<file path="src/hdl/atn16_pkg.sv">
`timescale 1ns / 1ps

package atn16_pkg;

  // table geometry
  localparam int unsigned CAPACITY     = 16;
  localparam int unsigned HANDLE_WIDTH = 64;
  localparam int unsigned CNT_W        = $clog2(CAPACITY + 1);

  // beat field widths
  localparam int unsigned FUNC_W     = 2;
  localparam int unsigned KEY_W      = 8;
  localparam int unsigned IN_HDL_W   = 64;
  localparam int unsigned STATUS_W   = 2;
  localparam int unsigned OUT_HDL_W  = 64;
  localparam int unsigned OUT_CNT_W  = 5;
  localparam int unsigned SHRINK_W   = 5;
  localparam int unsigned IN_DATA_W  = 80;
  localparam int unsigned OUT_DATA_W = 72;

  // width used when comparing the count against the shrink threshold
  localparam int unsigned THR_W = (CNT_W > SHRINK_W) ? CNT_W : SHRINK_W;

  typedef logic [KEY_W-1:0]        key_t;
  typedef logic [HANDLE_WIDTH-1:0] handle_t;
  typedef logic [CNT_W-1:0]        count_t;

  typedef enum logic [FUNC_W-1:0] {
    OP_INSERT  = 2'd0,
    OP_DELETE  = 2'd1,
    OP_REPLACE = 2'd2,
    OP_LOOKUP  = 2'd3
  } op_e;

  typedef enum logic [STATUS_W-1:0] {
    ST_OK        = 2'd0,
    ST_FULL      = 2'd1,
    ST_MISSING   = 2'd2,
    ST_DUPLICATE = 2'd3
  } status_e;

  // what a cell loads on the next edge
  typedef enum logic [2:0] {
    CELL_HOLD,
    CELL_LOAD_NEW,
    CELL_LOAD_HANDLE,
    CELL_FROM_LEFT,
    CELL_FROM_RIGHT
  } cell_cmd_e;

  // compare result of one cell, already qualified by occupancy
  typedef struct packed {
    logic match;
    logic less;
  } cell_flags_t;

endpackage

</file>
<file path="src/hdl/atn16_cell.sv">
`timescale 1ns / 1ps

module atn16_cell
  import atn16_pkg::*;
(
  input  logic        clk_i,
  input  logic        rst_ni,
  input  logic        cmp_en_i,
  input  logic        occupied_i,
  input  key_t        cmp_key_i,
  input  cell_cmd_e   cmd_i,
  input  key_t        new_key_i,
  input  handle_t     new_handle_i,
  input  key_t        left_key_i,
  input  handle_t     left_handle_i,
  input  key_t        right_key_i,
  input  handle_t     right_handle_i,
  output key_t        key_o,
  output handle_t     handle_o,
  output cell_flags_t flags_o
);

  key_t        key_q, key_d;
  handle_t     handle_q, handle_d;
  cell_flags_t flags_q, flags_d;

  always_comb begin
    key_d    = key_q;
    handle_d = handle_q;
    case (cmd_i)
      CELL_HOLD: begin
      end
      CELL_LOAD_NEW: begin
        key_d    = new_key_i;
        handle_d = new_handle_i;
      end
      CELL_LOAD_HANDLE: begin
        handle_d = new_handle_i;
      end
      CELL_FROM_LEFT: begin
        key_d    = left_key_i;
        handle_d = left_handle_i;
      end
      CELL_FROM_RIGHT: begin
        key_d    = right_key_i;
        handle_d = right_handle_i;
      end
      default: begin
      end
    endcase
  end

  always_comb begin
    flags_d = flags_q;
    if (cmp_en_i) begin
      flags_d.match = occupied_i && (key_q == cmp_key_i);
      flags_d.less  = occupied_i && (key_q < cmp_key_i);
    end
  end

  always_ff @(posedge clk_i) begin
    key_q    <= key_d;
    handle_q <= handle_d;
  end

  always_ff @(posedge clk_i or negedge rst_ni) begin
    if (!rst_ni) begin
      flags_q <= '0;
    end else begin
      flags_q <= flags_d;
    end
  end

  assign key_o    = key_q;
  assign handle_o = handle_q;
  assign flags_o  = flags_q;

endmodule

</file>
<file path="src/hdl/sorted_sixteen_entry_child_table.sv">
`timescale 1ns / 1ps
// the result beat follows the input beat through a compare step, then a shift/commit step
// a new request is accepted only after the previous one has been committed to the cell row
// the commit cycle waits while an earlier result beat is still held at the output
// reset: asynchronous, active low; table empty, shrink threshold 4, no result pending
// entry contents are not cleared by reset, only entries below the count are ever read
module sorted_sixteen_entry_child_table
  import atn16_pkg::*;
(
  input  logic                  clk_i,
  input  logic                  rst_ni,
  // configuration: shrink threshold
  input  logic                  cfg_valid_i,
  output logic                  cfg_ready_o,
  input  logic [SHRINK_W-1:0]   cfg_data_i,
  // request beats
  input  logic                  s_axis_tvalid_i,
  output logic                  s_axis_tready_o,
  // [1:0] func, [9:2] key_byte, [73:10] child_handle, [79:74] zero
  input  logic [IN_DATA_W-1:0]  s_axis_tdata_i,
  // result beats
  output logic                  m_axis_tvalid_o,
  input  logic                  m_axis_tready_i,
  // [1:0] status, [65:2] result_handle, [70:66] entry_count, [71] shrink_needed
  output logic [OUT_DATA_W-1:0] m_axis_tdata_o
);

  // two-state sequencer: wait for a request, then commit it to the row
  typedef enum logic {
    S_IDLE,
    S_APPLY
  } state_e;

  state_e              state_q;
  op_e                 op_q;
  key_t                key_q;
  handle_t             handle_q;
  count_t              count_q, count_d;
  logic [SHRINK_W-1:0] shrink_below_q;

  logic                 out_valid_q;
  status_e              out_status_q, out_status_d;
  logic [OUT_HDL_W-1:0] out_handle_q, out_handle_d;
  logic [OUT_CNT_W-1:0] out_count_q;
  logic                 out_shrink_q, out_shrink_d;

  logic accept;
  logic commit;

  // row of cells and their neighbour links
  key_t        cell_key    [CAPACITY];
  handle_t     cell_handle [CAPACITY];
  cell_flags_t cell_flags  [CAPACITY];
  cell_cmd_e   cell_cmd    [CAPACITY];
  logic        occupied    [CAPACITY];

  logic    found;
  logic    insert_ok;
  logic    delete_ok;
  handle_t hit_handle;

  // request fields
  op_e     in_op;
  key_t    in_key;
  handle_t in_handle;

  assign in_op     = op_e'(s_axis_tdata_i[FUNC_W-1:0]);
  assign in_key    = s_axis_tdata_i[FUNC_W +: KEY_W];
  assign in_handle = s_axis_tdata_i[FUNC_W + KEY_W +: HANDLE_WIDTH];

  assign s_axis_tready_o = (state_q == S_IDLE);
  assign accept          = s_axis_tvalid_i && s_axis_tready_o;
  // commit once the output register is free or being drained this cycle
  assign commit          = (state_q == S_APPLY) && (!out_valid_q || m_axis_tready_i);
  assign cfg_ready_o     = 1'b1;

  // cell chain: each cell sees its left and right neighbour, row ends loop onto themselves
  for (genvar i = 0; i < CAPACITY; i++) begin : g_cell
    assign occupied[i] = (CNT_W'(i) < count_q);

    atn16_cell u_cell (
      .clk_i          (clk_i),
      .rst_ni         (rst_ni),
      .cmp_en_i       (accept),
      .occupied_i     (occupied[i]),
      .cmp_key_i      (in_key),
      .cmd_i          (cell_cmd[i]),
      .new_key_i      (key_q),
      .new_handle_i   (handle_q),
      .left_key_i     (cell_key[(i == 0) ? i : i - 1]),
      .left_handle_i  (cell_handle[(i == 0) ? i : i - 1]),
      .right_key_i    (cell_key[(i == CAPACITY - 1) ? i : i + 1]),
      .right_handle_i (cell_handle[(i == CAPACITY - 1) ? i : i + 1]),
      .key_o          (cell_key[i]),
      .handle_o       (cell_handle[i]),
      .flags_o        (cell_flags[i])
    );
  end

  // hit detection and handle of the matching cell (at most one matches)
  always_comb begin
    found      = 1'b0;
    hit_handle = '0;
    for (int i = 0; i < CAPACITY; i++) begin
      found      = found | cell_flags[i].match;
      hit_handle = hit_handle | (cell_flags[i].match ? cell_handle[i] : '0);
    end
  end

  assign insert_ok = (op_q == OP_INSERT) && !found && (count_q < CNT_W'(CAPACITY));
  assign delete_ok = (op_q == OP_DELETE) && found;

  // per-cell command; the less flags form a prefix because the row is sorted
  always_comb begin
    for (int i = 0; i < CAPACITY; i++) begin
      cell_cmd[i] = CELL_HOLD;
      if (commit) begin
        if (insert_ok) begin
          if (cell_flags[i].less) begin
            cell_cmd[i] = CELL_HOLD;
          end else if (i == 0) begin
            cell_cmd[i] = CELL_LOAD_NEW;
          end else if (cell_flags[(i == 0) ? 0 : i - 1].less) begin
            cell_cmd[i] = CELL_LOAD_NEW;
          end else begin
            cell_cmd[i] = CELL_FROM_LEFT;
          end
        end else if (delete_ok) begin
          // the hit cell and every larger key close the gap
          cell_cmd[i] = cell_flags[i].less ? CELL_HOLD : CELL_FROM_RIGHT;
        end else if ((op_q == OP_REPLACE) && cell_flags[i].match) begin
          cell_cmd[i] = CELL_LOAD_HANDLE;
        end
      end
    end
  end

  // result fields and next count
  always_comb begin
    count_d      = count_q;
    out_status_d = ST_OK;
    out_handle_d = '0;
    out_shrink_d = 1'b0;
    case (op_q)
      OP_INSERT: begin
        if (found) begin
          out_status_d = ST_DUPLICATE;
        end else if (!insert_ok) begin
          out_status_d = ST_FULL;
        end else begin
          count_d = count_q + CNT_W'(1);
        end
      end
      OP_DELETE: begin
        if (!found) begin
          out_status_d = ST_MISSING;
        end else begin
          count_d      = count_q - CNT_W'(1);
          out_handle_d = OUT_HDL_W'(hit_handle);
          out_shrink_d = (THR_W'(count_d) < THR_W'(shrink_below_q));
        end
      end
      OP_REPLACE: begin
        if (!found) begin
          out_status_d = ST_MISSING;
        end
      end
      OP_LOOKUP: begin
        if (!found) begin
          out_status_d = ST_MISSING;
        end else begin
          out_handle_d = OUT_HDL_W'(hit_handle);
        end
      end
      default: begin
      end
    endcase
  end

  // sequencer, count, threshold and output valid
  always_ff @(posedge clk_i or negedge rst_ni) begin
    if (!rst_ni) begin
      state_q        <= S_IDLE;
      count_q        <= '0;
      shrink_below_q <= SHRINK_W'(4);
      out_valid_q    <= 1'b0;
    end else begin
      if (cfg_valid_i) begin
        shrink_below_q <= cfg_data_i;
      end
      case (state_q)
        S_IDLE: begin
          if (accept) begin
            state_q <= S_APPLY;
          end
          if (m_axis_tready_i) begin
            out_valid_q <= 1'b0;
          end
        end
        S_APPLY: begin
          if (commit) begin
            state_q     <= S_IDLE;
            count_q     <= count_d;
            out_valid_q <= 1'b1;
          end
        end
        default: begin
          state_q <= S_IDLE;
        end
      endcase
    end
  end

  // request and result payload
  always_ff @(posedge clk_i) begin
    if (accept) begin
      op_q     <= in_op;
      key_q    <= in_key;
      handle_q <= in_handle;
    end
    if (commit) begin
      out_status_q <= out_status_d;
      out_handle_q <= out_handle_d;
      out_count_q  <= OUT_CNT_W'(count_d);
      out_shrink_q <= out_shrink_d;
    end
  end

  assign m_axis_tvalid_o = out_valid_q;
  assign m_axis_tdata_o  = {out_shrink_q, out_count_q, out_handle_q, out_status_q};

endmodule
</file>
<file path="config.mk">
export PLATFORM = sky130hd
export DESIGN_NAME = sorted_sixteen_entry_child_table
export DESIGN_NICKNAME = d
export VERILOG_FILES = /design/src/hdl/atn16_pkg.sv /design/src/hdl/atn16_cell.sv /design/src/hdl/sorted_sixteen_entry_child_table.sv
export SDC_FILE = /design/constraint.sdc
export NUM_CORES = 2
export LEC_CHECK = 0
export BUFFER_PORTS_ARGS = -buffer_cell sky130_fd_sc_hd__buf_2
export CORE_UTILIZATION = 35
export DETAILED_ROUTE_END_ITERATION = 8
export HOLD_SLACK_MARGIN = 0.1
export PLACE_DENSITY_LB_ADDON = 0.3
export SLEW_MARGIN = 0
export SYNTH_ARGS = -nofsm -noshare
export SYNTH_HDL_FRONTEND = slang
export SYNTH_SLANG_ARGS = --single-unit
</file>
<file path="constraint.sdc">
create_clock -name clk_i -period 4.8 [get_ports clk_i]
set_clock_uncertainty 0.2 [all_clocks]
set_input_delay 1.2 -clock clk_i [delete_from_list [all_inputs] [get_ports clk_i]]
set_output_delay 1.2 -clock clk_i [all_outputs]
set_load 0.01 [all_outputs]
</file>
==> results.yml <==
global_route:
  antenna_found_initial: 8
  grt_max_degree: 73
  gr-total-overflow: 0
  grt_pass1_wl_um: 433000
  grt_util_all_layers_pct: 30.4
  grt_pass1_vias: 55800
cts:
  cts_tree: "built"
  htreeDepth: 4
  clk_path_buf_depth: 3
  holdBufCountCts: 0
  clk_latency_ps: 830
  cts_resized: 0
  post_cts.repair.setup_buffers: 0
  cts_root_buffer: "clkbuf_16"
  cts_made_buffers: 157
  cts_num_sinks: 1342
  clk_pin_slew_ps: 60
place:
  gp_congestion: 0.908
  place_area_um2: 74500
  dpl.hpwl_um: 168000
  place_inst: 7976
  port-buffer-count: 157
  dp_slack_ps: 452
floorplan:
  pin_count: 165
  start_util_pct: 35.2
  core_area_um2: 197000
  row_count: 163
  die_y_um: 447
  die_w_um: 447
  dieArea_um2: 200000
setup_path:
  max_stage_delay_ps: 900
  worstPathRequired_ps: 5270
  path_class: "reg -> reg"
  cp.arrival_ps: 5020
  crit_fanout: 33
  crit_path_top_delay_cell: "o21ba_4"
  critPathMostFrequentCell: "buf_4"
  cp_cell_sequence: "nor4_1 > buf_4 > nand4_1 > inv_1 > ha_1 > nor2b_1 > or4_2 > buf_4 > o21ba_4 > buf_4 > nand2_1 > nand2_1"
  critPathLaunchType: "flip-flop"
  crit_path_end_kind: "flip-flop"
synthesis:
  syn-cell-area_um2: 69400
  ys_ff_latch: 1342
  netlist_instances: 5478
  synth_edf_count: 1298
  synthFlopType: "edfxtp_1"
  ys_seq_area_share_pct: 57.8
  syn_avg_cell_area_um2: 12.7
  syn-num-nets: 5704
  yosysWarnings: 0
  async_flop_share_pct: 3.28
  synth_cell_types: 53
timing:
  drv_slew: 0
  worst_pin_slew_ps: 1240
  rsz0062_at_grt: "no"
  fmax_mhz: 220
  setup_viol_count_final: 0
  setup-tns-final_ps: 0
  max-slew-margin-rel_pct: 17.5
  fin_crit_sh_pct: 94.7
  fin_crit_ps: 4550
  fin_ws_ps: 252
  hold_viol_final: 0
detailed_routing:
  drt_iter0_drc: 10100
  wl_um: 312000
  viasPerCell: 7.07
  final_antenna_net_count: 0
  dr_total_vias: 58400
  wl_per_cell_um: 37.8
  drcViolationCount: 0
  drt_pass1_iterations: 9
layout:
  area_delta_synth_final_pct: 14.4
  layout_common_cells: "edfxtp_1 (1,298), a22o_1 (984), a21o_1 (801)"
  postLayoutCellArea_um2: 79400
  instances_no_fill: 8261
  final_common_cell: "edfxtp_1"
  fill_cells: 18500
  final_nets: 5721
  drive_gt1_share_pct: 13.6
worst_hold_path:
  hold_path_class: "in -> async"
run_status:
  status: "complete, no violations"
pwr:
  ir_drop_mv: 0.395
  p_leak_nw: 30.8
  cellPowerDensity_nw_per_um2: 397
job:
  drv_cap: 0
==> per-layer routing <==
metal  GRT usage (%)  vias to the layer above  wire length, um
li1                -                    22400                -
met1            39.2                    29100           113000
met2            45.0                     5520           132000
met3            9.37                     1429            45600
met4            16.9                       10            21200
met5           0.464                        -              211
==> registers in the layout (all words and copies together), names as in the netlist <==
register                flops
m_axis_tvalid_o             1
handle_q                   64
shrink_below_q              5
out_shrink_q                1
count_q                     5
op_q                        2
state_q                     1
key_q                       8
out_count_q                 5
out_handle_q               64
out_status_q                2
g_cell.u_cell.flags_o      32
g_cell.u_cell.handle_o   1024
g_cell.u_cell.key_o       128
==> cells by family after synthesis <==
group                    after synthesis  synth area share (%)
buffers and inverters                575                  3.32
adder cells (fa/ha/maj)              136                  2.45
AO/OA/AOI/OAI                       2543                  29.3
multiplexers                         146                  2.37
flip-flops                          1342                  57.8
XOR/XNOR                              10                 0.126
other                                  1               0.00540
AND/OR/NAND/NOR                      725                  4.70
==> per-stage QoR <==
step	hold slack [ps]	utilization, %	power (mW)
after floorplan	280	-	17.5
after global placement	348	37.8	19.6
after detailed placement	357	37.8	19.7
after CTS	253	40.3	31.4
after global routing	308	40.3	32.2
final	288	40.3	31.5
==> final timing paths <==
path	from	to	slack, ps	cells past startpoint
worst min-delay path	rst_ni	shrink_below_q[0]	290	1
worst min register to register	g_cell[15].u_cell.key_o[6]	g_cell[14].u_cell.key_o[6]	360	2
worst max-delay path	g_cell[5].u_cell.flags_o[1]	g_cell[9].u_cell.handle_o[46]	250	12
max in group asynchronous	rst_ni	g_cell[7].u_cell.flags_o[1]	3220	2
min in group clk_i	s_axis_tdata_i[54]	handle_q[44]	340	1
worst max register to register	g_cell[5].u_cell.flags_o[1]	g_cell[9].u_cell.handle_o[46]	250	12
==> worst max-delay path: cells and delay by family, from the launching register on <==
family	cells	cell delay, ps
buffers and inverters	4	1270
AND/OR/NAND/NOR	6	1250
AO/OA/AOI/OAI	1	900
flip-flops	1	470
adder cells (fa/ha/maj)	1	240
==> cell type report <==
cell class	instances	area, um2	share of cell area (%)
diodes	6	15.0	0.0189
clock buffers	185	4030	5.08
clock inverters	94	818	1.03
inverters	41	163	0.205
multi-input cells	3561	27400	34.5
flip-flops and latches	1342	40100	50.6
well taps	2640	3300	4.16
repair buffers	392	3560	4.49
==> synth_stat cells (64+ instances only) <==
master / count / area (um2)
a21o_1: 812 / 6100
a221oi_1: 192 / 1680
a22o_1: 984 / 8620
a22oi_1: 347 / 2610
a31oi_1: 67 / 419
and3_1: 64 / 400
buf_2: 103 / 515
clkbuf_1: 394 / 1480
edfxtp_1: 1298 / 39000
ha_1: 136 / 1700
mux2_1: 72 / 811
mux2_2: 74 / 833
nand2_1: 490 / 1840
==> report_power, final <==
part | internal [mW] | switching (mW)
registers | 14.2 | 1.03
logic | 1.63 | 2.86
clock network | 6.63 | 5.17
total | 22.4 | 9.06
Power figures use the tool's default switching activity.
